### config.mk
export PLATFORM = sky130hd
export DESIGN_NAME = led_strip_bounce_pulse_animator_flat
export DESIGN_NICKNAME = d
export VERILOG_FILES = /design/src/design/lsbp_pkg.sv /design/src/design/lsbp_if.sv /design/src/design/led_strip_bounce_pulse_animator.sv /design/src/design/lsbp_step.sv /design/src/flat_wrapper.sv
export SDC_FILE = /design/constraint.sdc
export NUM_CORES = 1
export LEC_CHECK = 0
export BUFFER_PORTS_ARGS = -buffer_cell sky130_fd_sc_hd__buf_2
export CAP_MARGIN = 20
export CORE_AREA = 2 2 145 147
export DETAILED_ROUTE_END_ITERATION = 10
export DIE_AREA = 0 0 147 149
export HOLD_SLACK_MARGIN = 0.08
export PLACE_DENSITY = 0.75
export SETUP_SLACK_MARGIN = 0.4
export SLEW_MARGIN = 40
export SYNTH_ARGS = -nofsm -noshare
export SYNTH_HDL_FRONTEND = slang
export SYNTH_SLANG_ARGS = --single-unit
### constraint.sdc
create_clock -name clk -period 8.1 [get_ports clk]
set_clock_uncertainty 0.1 [all_clocks]
set_input_delay 0.81 -clock clk [delete_from_list [all_inputs] [get_ports clk]]
set_output_delay 0.81 -clock clk [all_outputs]
set_load 0.03 [all_outputs]
### src/design/lsbp_pkg.sv
// Shared types and constants for the LED strip bounce/pulse animator.
// No dependencies; imported by the top level, lsbp_step and the bench.
`timescale 1ns / 1ps

package lsbp_pkg;

  // default for the top-level MAX_PIXELS parameter
  localparam int LSBP_MAX_PIXELS = 256;

  // configuration register indexes
  localparam logic CFG_INTERVAL_MS  = 1'b0;
  localparam logic CFG_STRIP_LENGTH = 1'b1;

  localparam logic [15:0] INTERVAL_RESET = 16'd100;
  localparam logic [8:0]  LENGTH_RESET   = 9'd8;

  // animation levels
  localparam logic [7:0] DIM_RED      = 8'd50;
  localparam logic [7:0] BRIGHT_RED   = 8'd255;
  localparam logic [8:0] PULSE_STEP   = 9'd15;
  localparam logic [8:0] PULSE_TOP    = 9'd240;
  localparam logic [7:0] PULSE_PEAK   = 8'd250;
  localparam logic [7:0] PULSE_BOTTOM = 8'd20;
  localparam logic [7:0] PULSE_FLOOR  = 8'd5;
  localparam logic [7:0] COLOR_DIM    = 8'd10;
  localparam logic [8:0] COLOR_BOOST  = 9'd50;

  typedef struct packed {
    logic [7:0]  spot_pos;
    logic        moving_up;
    logic [7:0]  pulse_level;
    logic [31:0] last_time;
    logic        was_conn;
  } anim_state_t;

  typedef struct packed {
    logic [7:0] base_red;
    logic [7:0] base_green;
    logic [7:0] base_blue;
    logic       spot_on;
    logic [7:0] spot_index;
    logic [7:0] spot_red;
    logic [7:0] spot_green;
    logic [7:0] spot_blue;
  } frame_t;

  typedef struct packed {
    logic       action;
    logic       link_up;
    logic [31:0] now_ms;
    logic [7:0] color_red;
    logic [7:0] color_green;
    logic [7:0] color_blue;
  } request_t;

endpackage

### src/design/lsbp_if.sv
// Valid/ready channel interfaces for animator requests and frames.
// Depends on nothing; field widths follow the package types.
`timescale 1ns / 1ps

interface lsbp_in_if;
  logic        valid;
  logic        ready;
  logic        action;
  logic        link_up;
  logic [31:0] now_ms;
  logic [7:0]  color_red;
  logic [7:0]  color_green;
  logic [7:0]  color_blue;

  modport source (output valid, action, link_up, now_ms, color_red, color_green,
                  color_blue, input ready);
  modport sink (input valid, action, link_up, now_ms, color_red, color_green,
                color_blue, output ready);
endinterface

interface lsbp_out_if;
  logic       valid;
  logic       ready;
  logic [7:0] base_red;
  logic [7:0] base_green;
  logic [7:0] base_blue;
  logic       spot_on;
  logic [7:0] spot_index;
  logic [7:0] spot_red;
  logic [7:0] spot_green;
  logic [7:0] spot_blue;

  modport source (output valid, base_red, base_green, base_blue, spot_on, spot_index,
                  spot_red, spot_green, spot_blue, input ready);
  modport sink (input valid, base_red, base_green, base_blue, spot_on, spot_index,
                spot_red, spot_green, spot_blue, output ready);
endinterface

### src/design/led_strip_bounce_pulse_animator.sv
// LED strip bounce/pulse animator, top level.
// Depends on lsbp_pkg, lsbp_if (channel interfaces) and lsbp_step.
//
// Usage:
// - in_chan carries requests: action (0 idle tick, 1 color frame), link_up,
//   now_ms and a requested color. A request moves on valid & ready.
// - out_chan carries frames: a base color for all pixels plus an optional
//   highlighted pixel (spot_on, spot_index, spot color).
// - cfg_we/cfg_index/cfg_wdata write interval_ms (index 0) and strip_length
//   (index 1); write only while no frame is pending.
// Timing:
// - A request's frame is registered at the edge that accepts the request.
//   Idle ticks inside the interval give no frame.
// - Throughput is one request per cycle while no frame waits on a stalled
//   receiver. All the step logic sits between the input port and the single
//   output register; that register is the only pipeline stage.
// - in_chan.ready is high whenever the output register is empty or being
//   drained in the same cycle, so a stalled receiver holds off new requests
//   only while a frame is still waiting.
// Reset (synchronous, active low) empties the output, restores the default
// registers and puts the animation back at the start: spot 0, moving up,
// pulse level 0, no frame stamped, link down.
`timescale 1ns / 1ps

module led_strip_bounce_pulse_animator import lsbp_pkg::*; #(
  parameter int MAX_PIXELS = LSBP_MAX_PIXELS
) (
  input  logic              clk,
  input  logic              rst_n,
  lsbp_in_if.sink           in_chan,
  lsbp_out_if.source        out_chan,
  input  logic              cfg_we,
  input  logic              cfg_index,
  input  logic [15:0]       cfg_wdata
);

  anim_state_t st_r, st_nxt;
  request_t    req;
  frame_t      frame_r, frame_nxt;
  logic        out_valid_r;
  logic        emit;
  logic        in_fire;
  logic [15:0] interval_r;
  logic [8:0]  length_r;

  assign req.action      = in_chan.action;
  assign req.link_up     = in_chan.link_up;
  assign req.now_ms      = in_chan.now_ms;
  assign req.color_red   = in_chan.color_red;
  assign req.color_green = in_chan.color_green;
  assign req.color_blue  = in_chan.color_blue;

  // output slot free, or emptied this cycle
  assign in_chan.ready = !out_valid_r || out_chan.ready;
  assign in_fire       = in_chan.valid && in_chan.ready;

  lsbp_step #(
    .MAX_PIXELS(MAX_PIXELS)
  ) u_step (
    .st          (st_r),
    .req         (req),
    .interval_ms (interval_r),
    .strip_length(length_r),
    .st_nxt      (st_nxt),
    .emit        (emit),
    .frame       (frame_nxt)
  );

  // config registers
  always_ff @(posedge clk) begin
    if (!rst_n) begin
      interval_r <= INTERVAL_RESET;
      length_r   <= LENGTH_RESET;
    end else if (cfg_we) begin
      case (cfg_index)
        CFG_INTERVAL_MS:  interval_r <= cfg_wdata;
        CFG_STRIP_LENGTH: length_r   <= cfg_wdata[8:0];
        default:          ;
      endcase
    end
  end

  // animation state advances on every accepted request
  always_ff @(posedge clk) begin
    if (!rst_n) begin
      st_r.spot_pos    <= 8'd0;
      st_r.moving_up   <= 1'b1;
      st_r.pulse_level <= 8'd0;
      st_r.last_time   <= 32'd0;
      st_r.was_conn    <= 1'b0;
    end else if (in_fire) begin
      st_r <= st_nxt;
    end
  end

  // output register
  always_ff @(posedge clk) begin
    if (!rst_n) begin
      out_valid_r <= 1'b0;
    end else if (in_fire && emit) begin
      out_valid_r <= 1'b1;
    end else if (out_chan.ready) begin
      out_valid_r <= 1'b0;
    end
  end

  always_ff @(posedge clk) begin
    if (in_fire && emit) begin
      frame_r <= frame_nxt;
    end
  end

  assign out_chan.valid      = out_valid_r;
  assign out_chan.base_red   = frame_r.base_red;
  assign out_chan.base_green = frame_r.base_green;
  assign out_chan.base_blue  = frame_r.base_blue;
  assign out_chan.spot_on    = frame_r.spot_on;
  assign out_chan.spot_index = frame_r.spot_index;
  assign out_chan.spot_red   = frame_r.spot_red;
  assign out_chan.spot_green = frame_r.spot_green;
  assign out_chan.spot_blue  = frame_r.spot_blue;

endmodule

### src/design/lsbp_step.sv
// Next-state and frame logic for one animator request.
// Depends on lsbp_pkg.
`timescale 1ns / 1ps

module lsbp_step import lsbp_pkg::*; #(
  parameter int MAX_PIXELS = LSBP_MAX_PIXELS
) (
  input  anim_state_t st,
  input  request_t    req,
  input  logic [15:0] interval_ms,
  input  logic [8:0]  strip_length,
  output anim_state_t st_nxt,
  output logic        emit,
  output frame_t      frame
);

  localparam logic [8:0] LEN_TOP = (MAX_PIXELS < 256) ? 9'(MAX_PIXELS) : 9'd256;

  logic [8:0]  len;
  logic [8:0]  pos0;
  logic [8:0]  pos_cl;
  logic [8:0]  pos_inc;
  logic [8:0]  mv_pos;
  logic        mv_up;
  logic [8:0]  pulse_sum;
  logic [7:0]  pulse_nxt;
  logic        pulse_up;
  logic [31:0] elapsed;
  logic        due;
  logic        color_zero;
  logic [8:0]  add_r, add_g, add_b;

  // effective strip length, clamped to 2 .. LEN_TOP
  always_comb begin
    if (strip_length < 9'd2) begin
      len = 9'd2;
    end else if (strip_length > LEN_TOP) begin
      len = LEN_TOP;
    end else begin
      len = strip_length;
    end
  end

  // link change restarts the bounce
  assign pos0 = (req.link_up != st.was_conn) ? 9'd0 : {1'b0, st.spot_pos};

  // bounce step
  always_comb begin
    pos_cl  = (pos0 >= len) ? len - 9'd1 : pos0;
    pos_inc = pos_cl + 9'd1;
    mv_up   = st.moving_up;
    if (st.moving_up) begin
      if (pos_inc >= len) begin
        mv_up  = 1'b0;
        mv_pos = len - 9'd2;
      end else begin
        mv_pos = pos_inc;
      end
    end else if (pos_cl == 9'd0) begin
      mv_up  = 1'b1;
      mv_pos = 9'd1;
    end else begin
      mv_pos = pos_cl - 9'd1;
    end
  end

  // pulse step
  always_comb begin
    pulse_sum = {1'b0, st.pulse_level} + PULSE_STEP;
    pulse_up  = st.moving_up;
    if (st.moving_up) begin
      if (pulse_sum >= PULSE_TOP) begin
        pulse_up  = 1'b0;
        pulse_nxt = PULSE_PEAK;
      end else begin
        pulse_nxt = pulse_sum[7:0];
      end
    end else if (st.pulse_level <= PULSE_BOTTOM) begin
      pulse_up  = 1'b1;
      pulse_nxt = PULSE_FLOOR;
    end else begin
      pulse_nxt = st.pulse_level - PULSE_STEP[7:0];
    end
  end

  assign elapsed    = req.now_ms - st.last_time;
  assign due        = (st.last_time == 32'd0) || (elapsed >= {16'd0, interval_ms});
  assign color_zero = (req.color_red == 8'd0) && (req.color_green == 8'd0) &&
                      (req.color_blue == 8'd0);
  assign add_r      = {1'b0, req.color_red} + COLOR_BOOST;
  assign add_g      = {1'b0, req.color_green} + COLOR_BOOST;
  assign add_b      = {1'b0, req.color_blue} + COLOR_BOOST;

  always_comb begin
    st_nxt          = st;
    st_nxt.was_conn = req.link_up;
    st_nxt.spot_pos = pos0[7:0];
    emit            = 1'b0;
    frame           = '0;
    if (req.action) begin
      emit = 1'b1;
      if (!color_zero) begin
        st_nxt.spot_pos  = mv_pos[7:0];
        st_nxt.moving_up = mv_up;
        frame.base_red   = (req.color_red > COLOR_DIM) ? req.color_red - COLOR_DIM : 8'd0;
        frame.base_green = (req.color_green > COLOR_DIM) ? req.color_green - COLOR_DIM : 8'd0;
        frame.base_blue  = (req.color_blue > COLOR_DIM) ? req.color_blue - COLOR_DIM : 8'd0;
        frame.spot_on    = 1'b1;
        frame.spot_index = mv_pos[7:0];
        frame.spot_red   = add_r[8] ? 8'd255 : add_r[7:0];
        frame.spot_green = add_g[8] ? 8'd255 : add_g[7:0];
        frame.spot_blue  = add_b[8] ? 8'd255 : add_b[7:0];
      end
    end else if (due) begin
      emit             = 1'b1;
      st_nxt.last_time = req.now_ms;
      if (req.link_up) begin
        st_nxt.spot_pos  = mv_pos[7:0];
        st_nxt.moving_up = mv_up;
        frame.base_red   = DIM_RED;
        frame.spot_on    = 1'b1;
        frame.spot_index = mv_pos[7:0];
        frame.spot_red   = BRIGHT_RED;
      end else begin
        st_nxt.pulse_level = pulse_nxt;
        st_nxt.moving_up   = pulse_up;
        frame.base_red     = pulse_nxt;
      end
    end
  end

endmodule

### src/flat_wrapper.sv
// flat-port wrapper written by rule: the top's interface ports become plain ports
module led_strip_bounce_pulse_animator_flat import lsbp_pkg::*;
#(
  parameter int MAX_PIXELS = LSBP_MAX_PIXELS
)
  (clk, rst_n, cfg_we, cfg_index, cfg_wdata, in_chan_valid, in_chan_action, in_chan_link_up, in_chan_now_ms, in_chan_color_red, in_chan_color_green, in_chan_color_blue, in_chan_ready, out_chan_valid, out_chan_base_red, out_chan_base_green, out_chan_base_blue, out_chan_spot_on, out_chan_spot_index, out_chan_spot_red, out_chan_spot_green, out_chan_spot_blue, out_chan_ready);
  lsbp_in_if in_chan_i ();
  lsbp_out_if out_chan_i ();
  input  logic clk;
  input  logic rst_n;
  input  logic cfg_we;
  input  logic cfg_index;
  input  logic [15:0] cfg_wdata;
  input wire logic [$bits(in_chan_i.valid)-1:0] in_chan_valid;
  input wire logic [$bits(in_chan_i.action)-1:0] in_chan_action;
  input wire logic [$bits(in_chan_i.link_up)-1:0] in_chan_link_up;
  input wire logic [$bits(in_chan_i.now_ms)-1:0] in_chan_now_ms;
  input wire logic [$bits(in_chan_i.color_red)-1:0] in_chan_color_red;
  input wire logic [$bits(in_chan_i.color_green)-1:0] in_chan_color_green;
  input wire logic [$bits(in_chan_i.color_blue)-1:0] in_chan_color_blue;
  output wire logic [$bits(in_chan_i.ready)-1:0] in_chan_ready;
  output wire logic [$bits(out_chan_i.valid)-1:0] out_chan_valid;
  output wire logic [$bits(out_chan_i.base_red)-1:0] out_chan_base_red;
  output wire logic [$bits(out_chan_i.base_green)-1:0] out_chan_base_green;
  output wire logic [$bits(out_chan_i.base_blue)-1:0] out_chan_base_blue;
  output wire logic [$bits(out_chan_i.spot_on)-1:0] out_chan_spot_on;
  output wire logic [$bits(out_chan_i.spot_index)-1:0] out_chan_spot_index;
  output wire logic [$bits(out_chan_i.spot_red)-1:0] out_chan_spot_red;
  output wire logic [$bits(out_chan_i.spot_green)-1:0] out_chan_spot_green;
  output wire logic [$bits(out_chan_i.spot_blue)-1:0] out_chan_spot_blue;
  input wire logic [$bits(out_chan_i.ready)-1:0] out_chan_ready;
  assign in_chan_i.valid = in_chan_valid;
  assign in_chan_i.action = in_chan_action;
  assign in_chan_i.link_up = in_chan_link_up;
  assign in_chan_i.now_ms = in_chan_now_ms;
  assign in_chan_i.color_red = in_chan_color_red;
  assign in_chan_i.color_green = in_chan_color_green;
  assign in_chan_i.color_blue = in_chan_color_blue;
  assign in_chan_ready = in_chan_i.ready;
  assign out_chan_valid = out_chan_i.valid;
  assign out_chan_base_red = out_chan_i.base_red;
  assign out_chan_base_green = out_chan_i.base_green;
  assign out_chan_base_blue = out_chan_i.base_blue;
  assign out_chan_spot_on = out_chan_i.spot_on;
  assign out_chan_spot_index = out_chan_i.spot_index;
  assign out_chan_spot_red = out_chan_i.spot_red;
  assign out_chan_spot_green = out_chan_i.spot_green;
  assign out_chan_spot_blue = out_chan_i.spot_blue;
  assign out_chan_i.ready = out_chan_ready;
  led_strip_bounce_pulse_animator #(.MAX_PIXELS(MAX_PIXELS)) u_core (.clk(clk), .rst_n(rst_n), .in_chan(in_chan_i), .out_chan(out_chan_i), .cfg_we(cfg_we), .cfg_index(cfg_index), .cfg_wdata(cfg_wdata));
endmodule
==> results.cfg <==
[sta]
max_freq_mhz = 152
rsz0062_at_grt = no
finalMaxSlewViolations = 0
worst_slew_pin_slew_ns = 0.827
maxSlewHeadroom_pct = 44.6
final_hold_viol_count = 0
setup_violations = 0
post-route-min-period_ns = 6.56
finalWorstSetupSlack_ns = 1.54
fin_setup_tns_ns = 0
finalCritPeriodShare_pct = 81.0

[synth]
synthTopCellsByArea = edfxtp_1 (17%), dfxtp_1 (15%), ha_1 (9.6%), nand2_1 (5.5%), a21oi_1 (5.4%)
yosys.cell_types.count = 91
synth_area_um2 = 10100
yosysTopAreaCellShare_pct = 17.0
syn_avg_cell_area_um2 = 8.21
synth_flop_cell = dfxtp_1
yosysWarnings = 0
ys_seq_area_share_pct = 32.1
syn_inst = 1226
synth_nets = 1384
synth_edf_count = 57
synth-seq-cells = 133
yosysTopAreaCell = edfxtp_1
synthArstFlopShare_pct = 0

[power_and_ir_drop]
power_uw = 2980
powerDensity_nw_per_um2 = 261
peakVddDrop_v = 0.000138
p_leak_uw = 0.00490

[floorplanning]
coreArea_um2 = 20600
pin_count = 139
die_w_um = 147
start_util_pct = 48.9
die_area_um2 = 21900
rows = 53
dieHeight_um = 149

[worst_setup_path]
crit_path_start = u_core.length_r[3]
criticalPathCategory = reg2reg
ff2ff_path_depth = 24
crit_end = u_core.st_r[48]
critPathBufInv = 2
r2r-end = u_core.st_r[48]
required_ns = 8.36
start_kind = register
cp_num_cells = 24
path_max_fanout = 14
ff2ff_setup_slack_ns = 1.54
crit_chain = or4_1 > o31ai_1 > inv_1 > ha_1 > nand3_1 > or3_1 > a211o_1 > nand2_1 > nor2_1 > a21oi_1 > inv_1 > ha_1 > o21ai_1 > nor3_2 > xnor2_1 > ha_1 > o21a_1 > o21a_1 > a21oi_1 > o21a_1 > o21ai_0 > a211o_1 > a221o_1 > a31oi_1
crit_family = compound AO/OA/AOI/OAI gates
r2r_start = u_core.length_r[3]
cp_slowest_cell = or4_1
arrival_ns = 6.82
crit_path_max_incr_delay_ns = 0.65
cp-end-kind = register

[clocking]
cts.sinks = 133
cts_buffers = 17
cts.path.max_buffers = 2
cts-htree-levels = 4
clk_pin_slew_worst_paths_ns = 0.06
post_cts_buffers = 0
insertion_delay_ns = 0.44
cts_resized = 0
cts_hold_buf = 0
clock-root-buffer = clkbuf_16
cts_tree = yes

[cells_and_area]
fin_nets = 1488
syn_to_final_growth_pct = 13.1
nFillCells = 1904
drive_above_1_share_pct = 15.8
n_antenna_cell = 0
layout_commonest_cell = nand2_1
mostFrequentLayoutCells = nand2_1 (147), buf_2 (138), nor2_1 (120)
instances_no_fill = 1618

[grt]
grtUsageTotal_pct = 23.7
grt_pass1_vias = 8401
grt_pass1_wl_um = 42400
gr-total-overflow = 0
grt_max_degree = 59
antenna_found_initial = 0

[placement]
dp_slack_ns = 1.51
place.gp.congestion = 0.982
port_buffers = 138
dpl.hpwl_um = 19500
place_inst = 1586

[detailed_routing]
vias = 9222
drtAntennaViolNets = 0
dr.pass1.iters = 7
drcViolationCount = 0
wirelength_um = 25800
drtIter0Drc = 639
via_per_inst = 5.70
avgRoutedWirePerCell_um = 16.0

[hold_path]
hold_class = reg2reg

[status]
status = completed

[job]
cap_violations = 0
-- how the worst min path moves through the flow --
stage | startpoint | end | slack, ns | cells after the start
finish | u_core.interval_r[14] | u_core.interval_r[14] | 0.36 | 2
global route | u_core.interval_r[7] | u_core.interval_r[7] | 0.38 | 2
CTS | u_core.interval_r[14] | u_core.interval_r[14] | 0.36 | 2
detailed placement | u_core.interval_r[14] | u_core.interval_r[14] | 0.35 | 2
global placement | u_core.interval_r[1] | u_core.interval_r[1] | 0.35 | 2
floorplan | u_core.interval_r[8] | u_core.interval_r[8] | 0.33 | 2
-- synthesized netlist by cell type, drive strengths merged (3+ instances only) --
| cell type | count |
|---|---|
| mux2i | 45 |
| or3 | 10 |
| a21oi | 109 |
| o21a | 11 |
| a21o | 13 |
| a211o | 8 |
| o32ai | 6 |
| nand2 | 148 |
| or2 | 4 |
| a221o | 3 |
| a31oi | 12 |
| a22oi | 4 |
| xnor2 | 41 |
| or4 | 4 |
| o211ai | 14 |
| nor3 | 17 |
| o21ai | 67 |
| ha | 77 |
| nor4 | 23 |
| nand2b | 14 |
| o211a | 6 |
| dfxtp | 76 |
| and3 | 8 |
| o31a | 3 |
| inv | 93 |
| a211oi | 12 |
| nand3 | 35 |
| mux2 | 5 |
| nor2 | 121 |
| and2 | 14 |
| buf | 14 |
| o22ai | 13 |
| o221ai | 4 |
| nand4 | 9 |
| o21bai | 3 |
| a41oi | 3 |
| edfxtp | 57 |
| clkbuf | 43 |
| nor2b | 17 |
| o31ai | 4 |
| xor2 | 21 |
-- sequential cells by signal, indices dropped and copies added (netlist names) --
name / flops
u_core.out_chan.base_green: 8
u_core.length_r: 9
u_core.interval_r: 16
u_core.out_chan.spot_on: 1
u_core.out_chan.base_blue: 8
u_core.out_chan.base_red: 8
u_core.out_chan.spot_index: 8
u_core.out_chan.spot_red: 8
u_core.out_chan.valid: 1
u_core.out_chan.spot_green: 8
u_core.out_chan.spot_blue: 8
u_core.st_r: 50
-- power breakdown --
part           leakage [µW]  switching [µW]  internal, µW  total (µW)
registers           0.00119            53.7           798         852
clock network      0.000264             348           404         751
logic               0.00345             825           548        1370
total               0.00490            1230          1750        2980
-- cell families (layout without fill, tap and decap cells) --
logic type,count (synthesis),in the layout,share of synthesized area (%)
flops,133,133,32.1
fa+ha+maj,78,78,9.78
buf+inv,151,268,6.80
xor+xnor,62,62,5.40
mux,50,50,5.04
simple gates,437,437,20.4
compound gates,315,315,20.4
-- metal layers --
layer / vias to the layer above / GRT usage, % / part of all wire (%)
met3: 37 / 4.01 / 7.3
met2: 368 / 39.0 / 45
li1: 4586 / - / -
met5: - / 0 / 0
met1: 4231 / 32.4 / 46
met4: 0 / 6.73 / 1.6
-- tightest hold or removal path: cells and delay by family, from the launching register on --
family	cells	cell delay [ns]
compound gates	1	0.05
simple gates	1	0.05
flops	1	0.31
-- cell type report --
type	instances	area (µm²)	area share (%)
multi-input cells	942	6170	54.2
flip-flops and latches	133	3230	28.4
repair buffers	143	728	6.40
clock buffers	17	425	3.74
inverters	93	349	3.07
well taps	275	344	3.02
clock inverters	15	134	1.18
-- stage by stage --
step | utilization (%) | hold WS, ns | instance area (µm²)
3_5_place_dp | 52.6 | 0.351 | 10800
3_3_place_gp | 52.6 | 0.346 | 10800
4_1_cts | 55.3 | 0.360 | 11400
5_1_grt | 55.4 | 0.384 | 11400
6_report | 55.4 | 0.357 | 11400
2_1_floorplan | - | 0.333 | 10100
(Power assumes the default switching activity.)
